===== src/rtl/mmcs_pkg.sv =====
`default_nettype none
package mmcs_pkg;

	// sample format
	localparam int SAMPLE_BITS = 16;
	localparam int SAMPLE_W    = 16;
	// tracker values span both readings of a sample, so one extra bit
	localparam int VAL_W       = SAMPLE_BITS + 1;
	localparam int PIX_W       = 8;
	localparam int PROD_W      = VAL_W + PIX_W;

	// queue between front and back
	localparam int FIFO_DEPTH  = 2;
	localparam int FIFO_PTR_W  = $clog2(FIFO_DEPTH);
	localparam int FIFO_CNT_W  = $clog2(FIFO_DEPTH + 1);

	// one divider step per quotient bit
	localparam int DIV_CNT_W   = $clog2(PIX_W);
	localparam logic [DIV_CNT_W-1:0] DIV_LAST_STEP = DIV_CNT_W'(PIX_W - 1);

	// request codes
	localparam logic OP_MEASURE = 1'b0;
	localparam logic OP_SCALE   = 1'b1;

	// pixel extremes
	localparam logic [PIX_W-1:0] PIX_MIN = '0;
	localparam logic [PIX_W-1:0] PIX_MAX = '1;

	// type extremes under each reading
	localparam logic signed [VAL_W-1:0] UNS_GREATEST = VAL_W'((64'd1 << SAMPLE_BITS) - 64'd1);
	localparam logic signed [VAL_W-1:0] UNS_LEAST    = '0;
	localparam logic signed [VAL_W-1:0] SGN_GREATEST =
		VAL_W'((64'd1 << (SAMPLE_BITS - 1)) - 64'd1);
	localparam logic signed [VAL_W-1:0] SGN_LEAST    =
		VAL_W'(-(64'sd1 <<< (SAMPLE_BITS - 1)));

	// one classified scale request
	typedef struct packed {
		logic               direct;
		logic [PIX_W-1:0]   pixel;
		logic [VAL_W-1:0]   num;
		logic [VAL_W-1:0]   delta;
		logic               last;
	} job_t;

	// queue status toward its neighbors
	typedef struct packed {
		logic full;
		logic empty;
	} qstat_t;

	typedef enum logic [1:0] {
		BK_IDLE,
		BK_DIV,
		BK_DONE
	} back_state_t;

endpackage
`default_nettype wire


===== src/rtl/mmcs_front.sv =====
`default_nettype none
module mmcs_front (
	input  wire logic                            clk,
	input  wire logic                            arst_n,
	input  wire logic                            cfg_we,
	input  wire logic                            cfg_wdata,
	input  wire logic                            in_valid,
	output logic                                 in_ready,
	input  wire logic                            op,
	input  wire logic [mmcs_pkg::SAMPLE_W-1:0]   sample,
	input  wire logic                            last_in,
	input  wire mmcs_pkg::qstat_t                qstat,
	output logic                                 push,
	output mmcs_pkg::job_t                       job
);

	logic                                  samples_signed_q;
	logic signed [mmcs_pkg::VAL_W-1:0]     min_q;
	logic signed [mmcs_pkg::VAL_W-1:0]     max_q;
	logic                                  done_q;

	logic [mmcs_pkg::SAMPLE_BITS-1:0]      raw;
	logic signed [mmcs_pkg::VAL_W-1:0]     v;
	logic signed [mmcs_pkg::VAL_W-1:0]     greatest;
	logic signed [mmcs_pkg::VAL_W-1:0]     least;
	logic signed [mmcs_pkg::VAL_W-1:0]     base_min;
	logic signed [mmcs_pkg::VAL_W-1:0]     base_max;
	logic signed [mmcs_pkg::VAL_W:0]       num_d;
	logic signed [mmcs_pkg::VAL_W:0]       delta_d;
	logic                                  accept;

	// read the sample under the current signedness
	assign raw = sample[mmcs_pkg::SAMPLE_BITS-1:0];
	assign v   = samples_signed_q ? $signed({raw[mmcs_pkg::SAMPLE_BITS-1], raw})
	                              : $signed({1'b0, raw});

	assign greatest = samples_signed_q ? mmcs_pkg::SGN_GREATEST : mmcs_pkg::UNS_GREATEST;
	assign least    = samples_signed_q ? mmcs_pkg::SGN_LEAST    : mmcs_pkg::UNS_LEAST;

	// a new pass starts from the type extremes
	assign base_min = done_q ? greatest : min_q;
	assign base_max = done_q ? least    : max_q;

	assign in_ready = !qstat.full;
	assign accept   = in_valid && in_ready;
	assign push     = accept && (op == mmcs_pkg::OP_SCALE);

	// classify a scale request: clamp cases resolve here, the rest go to the divider
	assign num_d   = $signed({v[mmcs_pkg::VAL_W-1], v}) - $signed({min_q[mmcs_pkg::VAL_W-1], min_q});
	assign delta_d = $signed({max_q[mmcs_pkg::VAL_W-1], max_q})
	               - $signed({min_q[mmcs_pkg::VAL_W-1], min_q});

	always_comb begin
		job.direct = 1'b1;
		job.pixel  = mmcs_pkg::PIX_MIN;
		job.num    = num_d[mmcs_pkg::VAL_W-1:0];
		job.delta  = delta_d[mmcs_pkg::VAL_W-1:0];
		job.last   = last_in;
		if (max_q <= min_q) begin
			// flat range
			job.pixel = (v <= 0) ? mmcs_pkg::PIX_MIN : mmcs_pkg::PIX_MAX;
		end else if (num_d <= 0) begin
			job.pixel = mmcs_pkg::PIX_MIN;
		end else if (num_d >= delta_d) begin
			job.pixel = mmcs_pkg::PIX_MAX;
		end else begin
			job.direct = 1'b0;
		end
	end

	// configuration register
	always_ff @(posedge clk or negedge arst_n) begin
		if (!arst_n) begin
			samples_signed_q <= 1'b0;
		end else if (cfg_we) begin
			samples_signed_q <= cfg_wdata;
		end
	end

	// running min and max trackers
	always_ff @(posedge clk or negedge arst_n) begin
		if (!arst_n) begin
			min_q  <= mmcs_pkg::UNS_GREATEST;
			max_q  <= mmcs_pkg::UNS_LEAST;
			done_q <= 1'b1;
		end else if (accept) begin
			if (op == mmcs_pkg::OP_MEASURE) begin
				min_q  <= (v < base_min) ? v : base_min;
				max_q  <= (v > base_max) ? v : base_max;
				done_q <= last_in;
			end else begin
				done_q <= 1'b1;
			end
		end
	end

	// after any measured sample the range is well formed
	a_range_ordered: assert property (@(posedge clk) disable iff (!arst_n)
		(accept && op == mmcs_pkg::OP_MEASURE) |=> (max_q >= min_q))
		else $error("tracker range inverted after measure");

	// a request that reaches the divider lies strictly inside the range
	a_div_inside: assert property (@(posedge clk) disable iff (!arst_n)
		(push && !job.direct) |-> (job.num != '0 && job.num < job.delta))
		else $error("divider request outside open range");

endmodule
`default_nettype wire


===== src/rtl/mmcs_fifo.sv =====
`default_nettype none
module mmcs_fifo (
	input  wire logic               clk,
	input  wire logic               arst_n,
	input  wire logic               push,
	input  wire mmcs_pkg::job_t     wdata,
	input  wire logic               pop,
	output mmcs_pkg::job_t          rdata,
	output mmcs_pkg::qstat_t        qstat
);

	mmcs_pkg::job_t                     mem [mmcs_pkg::FIFO_DEPTH];
	logic [mmcs_pkg::FIFO_PTR_W-1:0]    wr_ptr_q;
	logic [mmcs_pkg::FIFO_PTR_W-1:0]    rd_ptr_q;
	logic [mmcs_pkg::FIFO_CNT_W-1:0]    count_q;

	assign qstat.full  = (count_q == mmcs_pkg::FIFO_CNT_W'(mmcs_pkg::FIFO_DEPTH));
	assign qstat.empty = (count_q == '0);
	assign rdata       = mem[rd_ptr_q];

	// entry storage
	always_ff @(posedge clk) begin
		if (push) begin
			mem[wr_ptr_q] <= wdata;
		end
	end

	// pointers and fill count
	always_ff @(posedge clk or negedge arst_n) begin
		if (!arst_n) begin
			wr_ptr_q <= '0;
			rd_ptr_q <= '0;
			count_q  <= '0;
		end else begin
			if (push) begin
				wr_ptr_q <= (wr_ptr_q == mmcs_pkg::FIFO_PTR_W'(mmcs_pkg::FIFO_DEPTH - 1))
				          ? '0 : wr_ptr_q + 1'b1;
			end
			if (pop) begin
				rd_ptr_q <= (rd_ptr_q == mmcs_pkg::FIFO_PTR_W'(mmcs_pkg::FIFO_DEPTH - 1))
				          ? '0 : rd_ptr_q + 1'b1;
			end
			if (push && !pop) begin
				count_q <= count_q + 1'b1;
			end else if (pop && !push) begin
				count_q <= count_q - 1'b1;
			end
		end
	end

	a_no_overflow: assert property (@(posedge clk) disable iff (!arst_n)
		push |-> (!qstat.full || pop))
		else $error("queue written while full");

	a_no_underflow: assert property (@(posedge clk) disable iff (!arst_n)
		pop |-> !qstat.empty)
		else $error("queue read while empty");

endmodule
`default_nettype wire


===== src/rtl/mmcs_back.sv =====
`default_nettype none
module mmcs_back (
	input  wire logic                          clk,
	input  wire logic                          arst_n,
	input  wire mmcs_pkg::qstat_t              qstat,
	input  wire mmcs_pkg::job_t                job,
	output logic                               pop,
	output logic                               out_valid,
	input  wire logic                          out_ready,
	output logic [mmcs_pkg::PIX_W-1:0]         pixel,
	output logic                               last_out
);

	mmcs_pkg::back_state_t                 state_q;
	mmcs_pkg::back_state_t                 state_d;
	logic [mmcs_pkg::VAL_W-1:0]            rem_q;
	logic [mmcs_pkg::VAL_W-1:0]            div_q;
	logic [mmcs_pkg::PIX_W-1:0]            low_q;
	logic [mmcs_pkg::PIX_W-1:0]            quo_q;
	logic [mmcs_pkg::DIV_CNT_W-1:0]        cnt_q;
	logic                                  last_q;
	logic                                  out_valid_q;
	logic [mmcs_pkg::PIX_W-1:0]            pixel_q;
	logic                                  last_out_q;

	logic                                  out_free;
	logic                                  load_direct;
	logic                                  load_div;
	logic                                  emit_div;
	logic [mmcs_pkg::PROD_W-1:0]           prod;
	logic [mmcs_pkg::VAL_W:0]              rem_sh;
	logic [mmcs_pkg::VAL_W:0]              trial;
	logic                                  fits;

	assign out_free = !out_valid_q || out_ready;

	// numerator times 255 as a shift and subtract
	assign prod = {job.num, mmcs_pkg::PIX_W'(0)} - mmcs_pkg::PROD_W'(job.num);

	// one restoring step
	assign rem_sh = {rem_q, low_q[mmcs_pkg::PIX_W-1]};
	assign trial  = rem_sh - {1'b0, div_q};
	assign fits   = !trial[mmcs_pkg::VAL_W];

	// next state and handshakes
	always_comb begin
		state_d     = state_q;
		pop         = 1'b0;
		load_direct = 1'b0;
		load_div    = 1'b0;
		emit_div    = 1'b0;
		case (state_q)
			mmcs_pkg::BK_IDLE: begin
				if (!qstat.empty) begin
					if (job.direct) begin
						if (out_free) begin
							pop         = 1'b1;
							load_direct = 1'b1;
						end
					end else begin
						pop      = 1'b1;
						load_div = 1'b1;
						state_d  = mmcs_pkg::BK_DIV;
					end
				end
			end
			mmcs_pkg::BK_DIV: begin
				if (cnt_q == mmcs_pkg::DIV_LAST_STEP) begin
					state_d = mmcs_pkg::BK_DONE;
				end
			end
			mmcs_pkg::BK_DONE: begin
				if (out_free) begin
					emit_div = 1'b1;
					state_d  = mmcs_pkg::BK_IDLE;
				end
			end
			default: begin
				state_d = mmcs_pkg::BK_IDLE;
			end
		endcase
	end

	always_ff @(posedge clk or negedge arst_n) begin
		if (!arst_n) begin
			state_q <= mmcs_pkg::BK_IDLE;
		end else begin
			state_q <= state_d;
		end
	end

	// divider datapath
	always_ff @(posedge clk) begin
		if (load_div) begin
			rem_q  <= prod[mmcs_pkg::PROD_W-1:mmcs_pkg::PIX_W];
			low_q  <= prod[mmcs_pkg::PIX_W-1:0];
			div_q  <= job.delta;
			last_q <= job.last;
			quo_q  <= '0;
			cnt_q  <= '0;
		end else if (state_q == mmcs_pkg::BK_DIV) begin
			rem_q <= fits ? trial[mmcs_pkg::VAL_W-1:0] : rem_sh[mmcs_pkg::VAL_W-1:0];
			low_q <= {low_q[mmcs_pkg::PIX_W-2:0], 1'b0};
			quo_q <= {quo_q[mmcs_pkg::PIX_W-2:0], fits};
			cnt_q <= cnt_q + 1'b1;
		end
	end

	// output register
	always_ff @(posedge clk or negedge arst_n) begin
		if (!arst_n) begin
			out_valid_q <= 1'b0;
		end else if (load_direct || emit_div) begin
			out_valid_q <= 1'b1;
		end else if (out_ready) begin
			out_valid_q <= 1'b0;
		end
	end

	always_ff @(posedge clk) begin
		if (load_direct) begin
			pixel_q    <= job.pixel;
			last_out_q <= job.last;
		end else if (emit_div) begin
			pixel_q    <= quo_q;
			last_out_q <= last_q;
		end
	end

	assign out_valid = out_valid_q;
	assign pixel     = pixel_q;
	assign last_out  = last_out_q;

	// partial remainder never reaches the divisor
	a_rem_bound: assert property (@(posedge clk) disable iff (!arst_n)
		(state_q == mmcs_pkg::BK_DIV) |-> (rem_q < div_q))
		else $error("divider remainder out of bound");

	// a waiting result is never overwritten
	a_no_clobber: assert property (@(posedge clk) disable iff (!arst_n)
		(load_direct || emit_div) |-> out_free)
		else $error("output register overwritten");

endmodule
`default_nettype wire


===== src/rtl/minmax_contrast_stretch_8bit_top.sv =====
// min/max contrast stretch of 16-bit samples to 8-bit pixels
// input channel in_valid/in_ready carries op, sample, last_in. a measure
// request (op 0) updates the running min and max and gives no result; the
// first one after a finished pass restarts the trackers. a scale request
// (op 1) gives one pixel floor((v-min)*255/(max-min)), clamped to 0..255,
// with last_out copied from last_in.
// cfg_we writes cfg_wdata into samples_signed (1 two's complement, 0 unsigned);
// write it only while no request is in flight.
// a measure request updates the trackers as it is accepted. a scale request
// is queued; a clamped or flat-range pixel then goes from the queue head to
// the output register once it is free, one per cycle while out_ready holds.
// a pixel inside the range first passes the 8-step restoring divider (one
// quotient bit per cycle), which takes no new request until it has finished.
// a two-entry queue sits between the classifying front and the divider, so
// measure requests keep flowing while the divider works; in_ready drops only
// when that queue is full. a stalled out_ready holds pixel in the output
// register and backs up through the queue.
// reset clears the trackers to min 65535, max 0, unsigned reading, and
// empties the queue and the output register.
`default_nettype none
module minmax_contrast_stretch_8bit_top (
	input  wire logic                            clk,
	input  wire logic                            arst_n,
	input  wire logic                            cfg_we,
	input  wire logic                            cfg_wdata,
	input  wire logic                            in_valid,
	output logic                                 in_ready,
	input  wire logic                            op,
	input  wire logic [mmcs_pkg::SAMPLE_W-1:0]   sample,
	input  wire logic                            last_in,
	output logic                                 out_valid,
	input  wire logic                            out_ready,
	output logic [mmcs_pkg::PIX_W-1:0]           pixel,
	output logic                                 last_out
);

	mmcs_pkg::qstat_t   qstat;
	mmcs_pkg::job_t     push_job;
	mmcs_pkg::job_t     head_job;
	logic               push;
	logic               pop;

	// classify requests and track the range
	mmcs_front u_front (
		.clk       (clk),
		.arst_n    (arst_n),
		.cfg_we    (cfg_we),
		.cfg_wdata (cfg_wdata),
		.in_valid  (in_valid),
		.in_ready  (in_ready),
		.op        (op),
		.sample    (sample),
		.last_in   (last_in),
		.qstat     (qstat),
		.push      (push),
		.job       (push_job)
	);

	// decoupling queue
	mmcs_fifo u_fifo (
		.clk    (clk),
		.arst_n (arst_n),
		.push   (push),
		.wdata  (push_job),
		.pop    (pop),
		.rdata  (head_job),
		.qstat  (qstat)
	);

	// divide and deliver
	mmcs_back u_back (
		.clk       (clk),
		.arst_n    (arst_n),
		.qstat     (qstat),
		.job       (head_job),
		.pop       (pop),
		.out_valid (out_valid),
		.out_ready (out_ready),
		.pixel     (pixel),
		.last_out  (last_out)
	);

endmodule
`default_nettype wire


===== config.mk =====
export PLATFORM = sky130hd
export DESIGN_NAME = minmax_contrast_stretch_8bit_top
export DESIGN_NICKNAME = d
export VERILOG_FILES = /design/src/rtl/mmcs_pkg.sv /design/src/rtl/mmcs_front.sv /design/src/rtl/mmcs_fifo.sv /design/src/rtl/mmcs_back.sv /design/src/rtl/minmax_contrast_stretch_8bit_top.sv
export SDC_FILE = /design/constraint.sdc
export NUM_CORES = 1
export LEC_CHECK = 0
export ABC_AREA = 1
export BUFFER_PORTS_ARGS = -buffer_cell sky130_fd_sc_hd__buf_4
export CORE_MARGIN = 4
export CORE_UTILIZATION = 55
export CTS_BUF_LIST = sky130_fd_sc_hd__clkbuf_8
export CTS_CLUSTER_SIZE = 25
export DETAILED_ROUTE_END_ITERATION = 12
export GPL_ROUTABILITY_DRIVEN = 0
export PLACE_DENSITY = 0.81
export SYNTH_ARGS = -nofsm -noshare
export SYNTH_HDL_FRONTEND = slang
export SYNTH_SLANG_ARGS = --single-unit

===== constraint.sdc =====
create_clock -name clk -period 4.92 [get_ports clk]
set_clock_uncertainty 0.2 [all_clocks]
set_input_delay 0.246 -clock clk [delete_from_list [all_inputs] [get_ports clk]]
set_output_delay 0.246 -clock clk [all_outputs]
set_load 0.05 [all_outputs]

# Word level (Yosys, flattened, before mapping)
# Memories as Yosys holds them, arrays and structs flattened.
# Index checks and enable logic that the tools add are counted.
[totals]
ram_bits = 88
inputBits = 24
elab_cells = 109
regBits = 106
output_inout_bits = 11
mem_count = 1
[mem_list]
columns = ["name", "depth", "word_bits", "rd", "rd_ports_with_merged_regs", "wr", "line", "rtl"]
rows = [
  ["u_fifo.mem", 2, 44, 1, 0, 1, "mmcs_fifo.sv:12", "mmcs_pkg::job_t mem [mmcs_pkg::FIFO_DEPTH];"],
]
[classes]
magnitude_cmp = 6
n_bitwise = 1
n_reduce_logical = 19
n_addsub = 9
eq_ne = 8
muxes = 48
[ops]
columns = ["cell", "count"]
rows = [
  ["$mux 17", 9],
  ["$mux 8", 8],
  ["$sub 17x17->18", 2],
  ["$sub 25x17->25", 1],
  ["$mux 1", 23],
  ["$ge 18x18->1", 1],
  ["$le 18x1->1 const B", 1],
  ["$sub 18x17->18", 1],
  ["$gt 17x17->1", 1],
  ["$le 17x1->1 const B", 1],
  ["$le 17x17->1", 1],
  ["$lt 17x17->1", 1],
  ["$mux 16", 1],
  ["$mux 2", 6],
  ["$reduce_bool 2->1", 4],
  ["$pmux 2 s3", 1],
  ["$logic_not 1->1", 5],
  ["$eq 2x2->1 const B", 2],
  ["$logic_and 1x1->1", 4],
  ["$logic_not 2->1", 2],
  ["$ne 2x1->1 const B", 2],
  ["$ne 2x2->1 const B", 2],
  ["$reduce_and 4->1", 1],
  ["$add 3x1->3 const B", 1],
  ["8 further kinds", 10],
]

# Depth between registers and ports, before layout
[logic_depth]
depth_word = 9
depth_mapped = 24
ltp_nobuf = 24

# By module
# Synthesis repeated with hierarchy kept, for this count alone.
[unflattened]
hier_cells = 1679
area_unflattened_um2 = 13954.6
[modules_own_cells]
columns = ["mod", "seq_area_each_um2", "instances", "area_each_um2", "cells_each"]
rows = [
  ["mmcs_front", 922.1, 1, 5337.6, 830],
  ["mmcs_back", 1856.8, 1, 5034.8, 687],
  ["mmcs_fifo", 2742.6, 1, 3582.2, 162],
]

# Least setup slack after synthesis
# No wires, ideal clock.
[synth_path]
path_type = "flip-flop to flip-flop"
start = "register u_front.max_q[0] in the netlist's numbering"
end = "memory u_fifo.mem[0][43] in the netlist's numbering (data pin)"
t_arrival_ps = 3236
n_path_buf = 0
path_stages_with_launch = 23
t_required_ps = 4453
period_less_slack_ps = 3703
setup_time_ps = 267
path_slack_ps = 1217
path_cell_list = "dfrtp_1 inv_1 ha_1 fa_1 nand3b_1 nand2_1 nand2_1 nand2_1 a21boi_0 nor3_1 nand2_1 nand2_1 xor2_1 inv_1 ha_1 nand2_1 nor2_1 nand2_1 nor3_1 o21ai_0 nand4_1 nand3_1 nand3b_1"
[synth_lines]
columns = ["element", "line", "rtl"]
rows = [
  ["start: declaration", "mmcs_front.sv:19", "logic signed [mmcs_pkg::VAL_W-1:0] max_q;"],
  ["start signal: assignment", "mmcs_front.sv:84", "max_q <= mmcs_pkg::UNS_LEAST;"],
  ["start signal: assignment", "mmcs_front.sv:89", "max_q <= (v > base_max) ? v : base_max;"],
  ["end: declaration", "mmcs_fifo.sv:12", ""],
]

==> metrics.yaml <==
antenna_cells: 0
regArea_um2: 5100
numClockSinks: 180
synth_top_area_share_pct: 29.1
setup-violations-final: 0
worstReg2RegEnd: "u_fifo.mem[1][43]"
synthFlopType: "edfxtp_1"
drcViolationCount: 0
port_buffers: 34
ys_types: 56
grt_setup_unrepaired: "false"
outcome: "complete, no violations"
crit_fanout: 4
cts_root_buf: "clkbuf_8"
worst_slew_pin_slew_ps: 1210
cts_tree: "done"
antenna_found_initial: 0
critPathKind: "flop to flop"
synth-seq-cells: 180
cts_max_path_buffers: 2
nNetsFinal: 1895
grt_max_degree: 44
critPathCapture: "u_fifo.mem[1][43]"
final.setup.tns_ps: 0
clock.fmax_ghz: 0.226
ioPinCount: 35
startpoint: "u_front.max_q[0]"
synthTopCellsByArea: "edfxtp_1 29%, nand2_1 16%, ha_1 11%"
routed_via_density: 5.52
grt_pass1_vias: 11008
period_needed_ps: 4420
ys_warn_count: 0
ff2ff_setup_slack_ps: 500
grt_pass1_wl_um: 52000
drive_gt1_share_pct: 8.55
grt_usage_pct: 24.1
die-height_um: 162
routed_wl_um: 31300
wl_per_cell_um: 15.0
syn-num-nets: 1843
cts_setup_buffers: 0
cp_data_arrival_time_ps: 4440
core_um2: 23400
min_period_over_period_pct: 89.9
yosys-top-cells-count: "539 x nand2_1, 229 x inv_1, 154 x nand3_1"
hold_viol: 0
drt.antenna.violating_nets: 0
syn_inst: 1702
synth_top_cell_by_area: "edfxtp_1"
firstDrtPassIters: 6
relSlewSlack_pct: 18.7
yosysMostFrequentCell: "nand2_1"
row_count: 56
initialDrtViolationCount: 1070
cts-buffers-inserted: 17
clk_latency_ps: 490
start_kind: "flop"
yosysSeqAreaShare_pct: 39.2
nFillCells: 2039
synth-edff-count: 126
cts-resized-gates: 0
synth_area_um2: 13000
worstSetupEndpointType: "flop"
drv_cap: 0
path_clk_slew_ps: 120
hp-class: "input pin to asynchronous set/reset pin"
synthArstFlopShare_pct: 23.9
reg2regPathDepth: 22
drv_slew: 0
dpl.hpwl_um: 23800
hold_buffers: 23
r2r-start: "u_front.max_q[0]"
gr-total-overflow: 0
start_util_pct: 55.6
syn_to_final_growth_pct: 9.46
h-tree-depth: 4
cp.required_ps: 4940
synth.avg_cell_area_um2: 7.64
dieArea_um2: 26200
fp.dieW_um: 162
multiInputGateArea_um2: 6860
vias: 11517
registers in the layout, summed over array words and instances (netlist names), 2 cells and up:
register	flops
u_fifo.count_q	2
u_back.div_q	17
u_back.low_q	8
u_fifo.mem	74
u_back.rem_q	17
u_back.state_q	2
u_back.cnt_q	3
u_back.pixel	8
u_front.max_q	17
u_front.min_q	17
u_back.quo_q	8
how the worst min path moves through the flow:
stage                          endpoint  cells past startpoint
3_3_place_gp          u_front.max_q[13]                      1
3_5_place_dp   u_front.samples_signed_q                      1
5_1_grt        u_front.samples_signed_q                      2
2_1_floorplan          u_back.out_valid                      0
4_1_cts        u_front.samples_signed_q                      2
6_report       u_front.samples_signed_q                      2
cell usage in the layout (no fill, tap or decap), drive strengths merged, types with 2 or more instances in the layout:
cell / count
or2: 5
clkbuf: 17
xnor2: 20
clkinv: 11
dlygate4sd3: 23
a21boi: 4
nor4: 7
nand3: 158
nand2: 559
fa: 3
o22ai: 9
buf: 42
o21bai: 4
xor2: 20
o31ai: 2
o21ai: 69
mux2i: 3
dfstp: 17
ha: 114
nand3b: 13
dfrtp: 26
dfxtp: 11
edfxtp: 126
a21oi: 87
nor2: 116
nor3: 18
a21o: 9
o21a: 3
a31oi: 2
inv: 243
nand4: 19
critical path: stages (launching register included):
cell,delay (ps)
dfrtp_1,360
inv_1,90
ha_1,290
fa_1,440
nand3b_1,180
nand2_1,110
nand2_1,60
nand2_1,110
a21boi_0,180
nor3_1,270
nand2_1,90
nand2_1,80
xor2_1,290
inv_1,100
ha_1,290
nand2_1,60
nor2_1,130
nand2_1,80
nor3_1,170
o21ai_0,150
nand4_1,110
nand3_1,110
nand3b_1,190
stage by stage:
stage	utilization [%]	hold slack, ps	setup WS [ps]	instance area, um2	cells
final	60.9	67.9	498	14200	2086
after global routing	60.9	116	61.3	14200	2086
after CTS	60.9	79.6	584	14200	2086
after detailed placement	58.0	78.6	622	13600	2031
after global placement	58.0	78.5	824	13600	2031
after floorplan	-	-250	1220	13000	1702
area by class of cell:
type	instances	area share [%]
Multi-Input combinational cell	1251	48.2
Sequential cell	180	35.8
Inverter	239	6.30
Timing Repair Buffer	65	3.83
Tap cell	319	2.80
Clock buffer	17	1.64
Clock inverter	15	1.43
metal layers:
layer	routed length, um	global-route usage (%)	vias up	share of wire (%)
met1	13200	30.5	5243	42
met5	0	0	-	0
met4	1190	10.6	0	3.8
met3	1810	3.07	94	5.8
met2	15100	41.7	462	48
li1	-	-	5718	-
kinds of logic (layout without fill, tap and decap cells):
| kind of cell | count (synthesis) | count (layout) | share of synthesized area [%] |
|---|---|---|---|
| buf+inv | 271 | 336 | 8.19 |
| compound gates | 193 | 193 | 8.38 |
| fa+ha+maj | 117 | 117 | 11.4 |
| xor+xnor | 40 | 40 | 2.69 |
| mux | 4 | 4 | 0.317 |
| simple gates | 897 | 897 | 29.8 |
| flops | 180 | 180 | 39.2 |
Power is not shown: default switching activity piles up to over one toggle a cycle in this logic, so the estimate is an artifact.
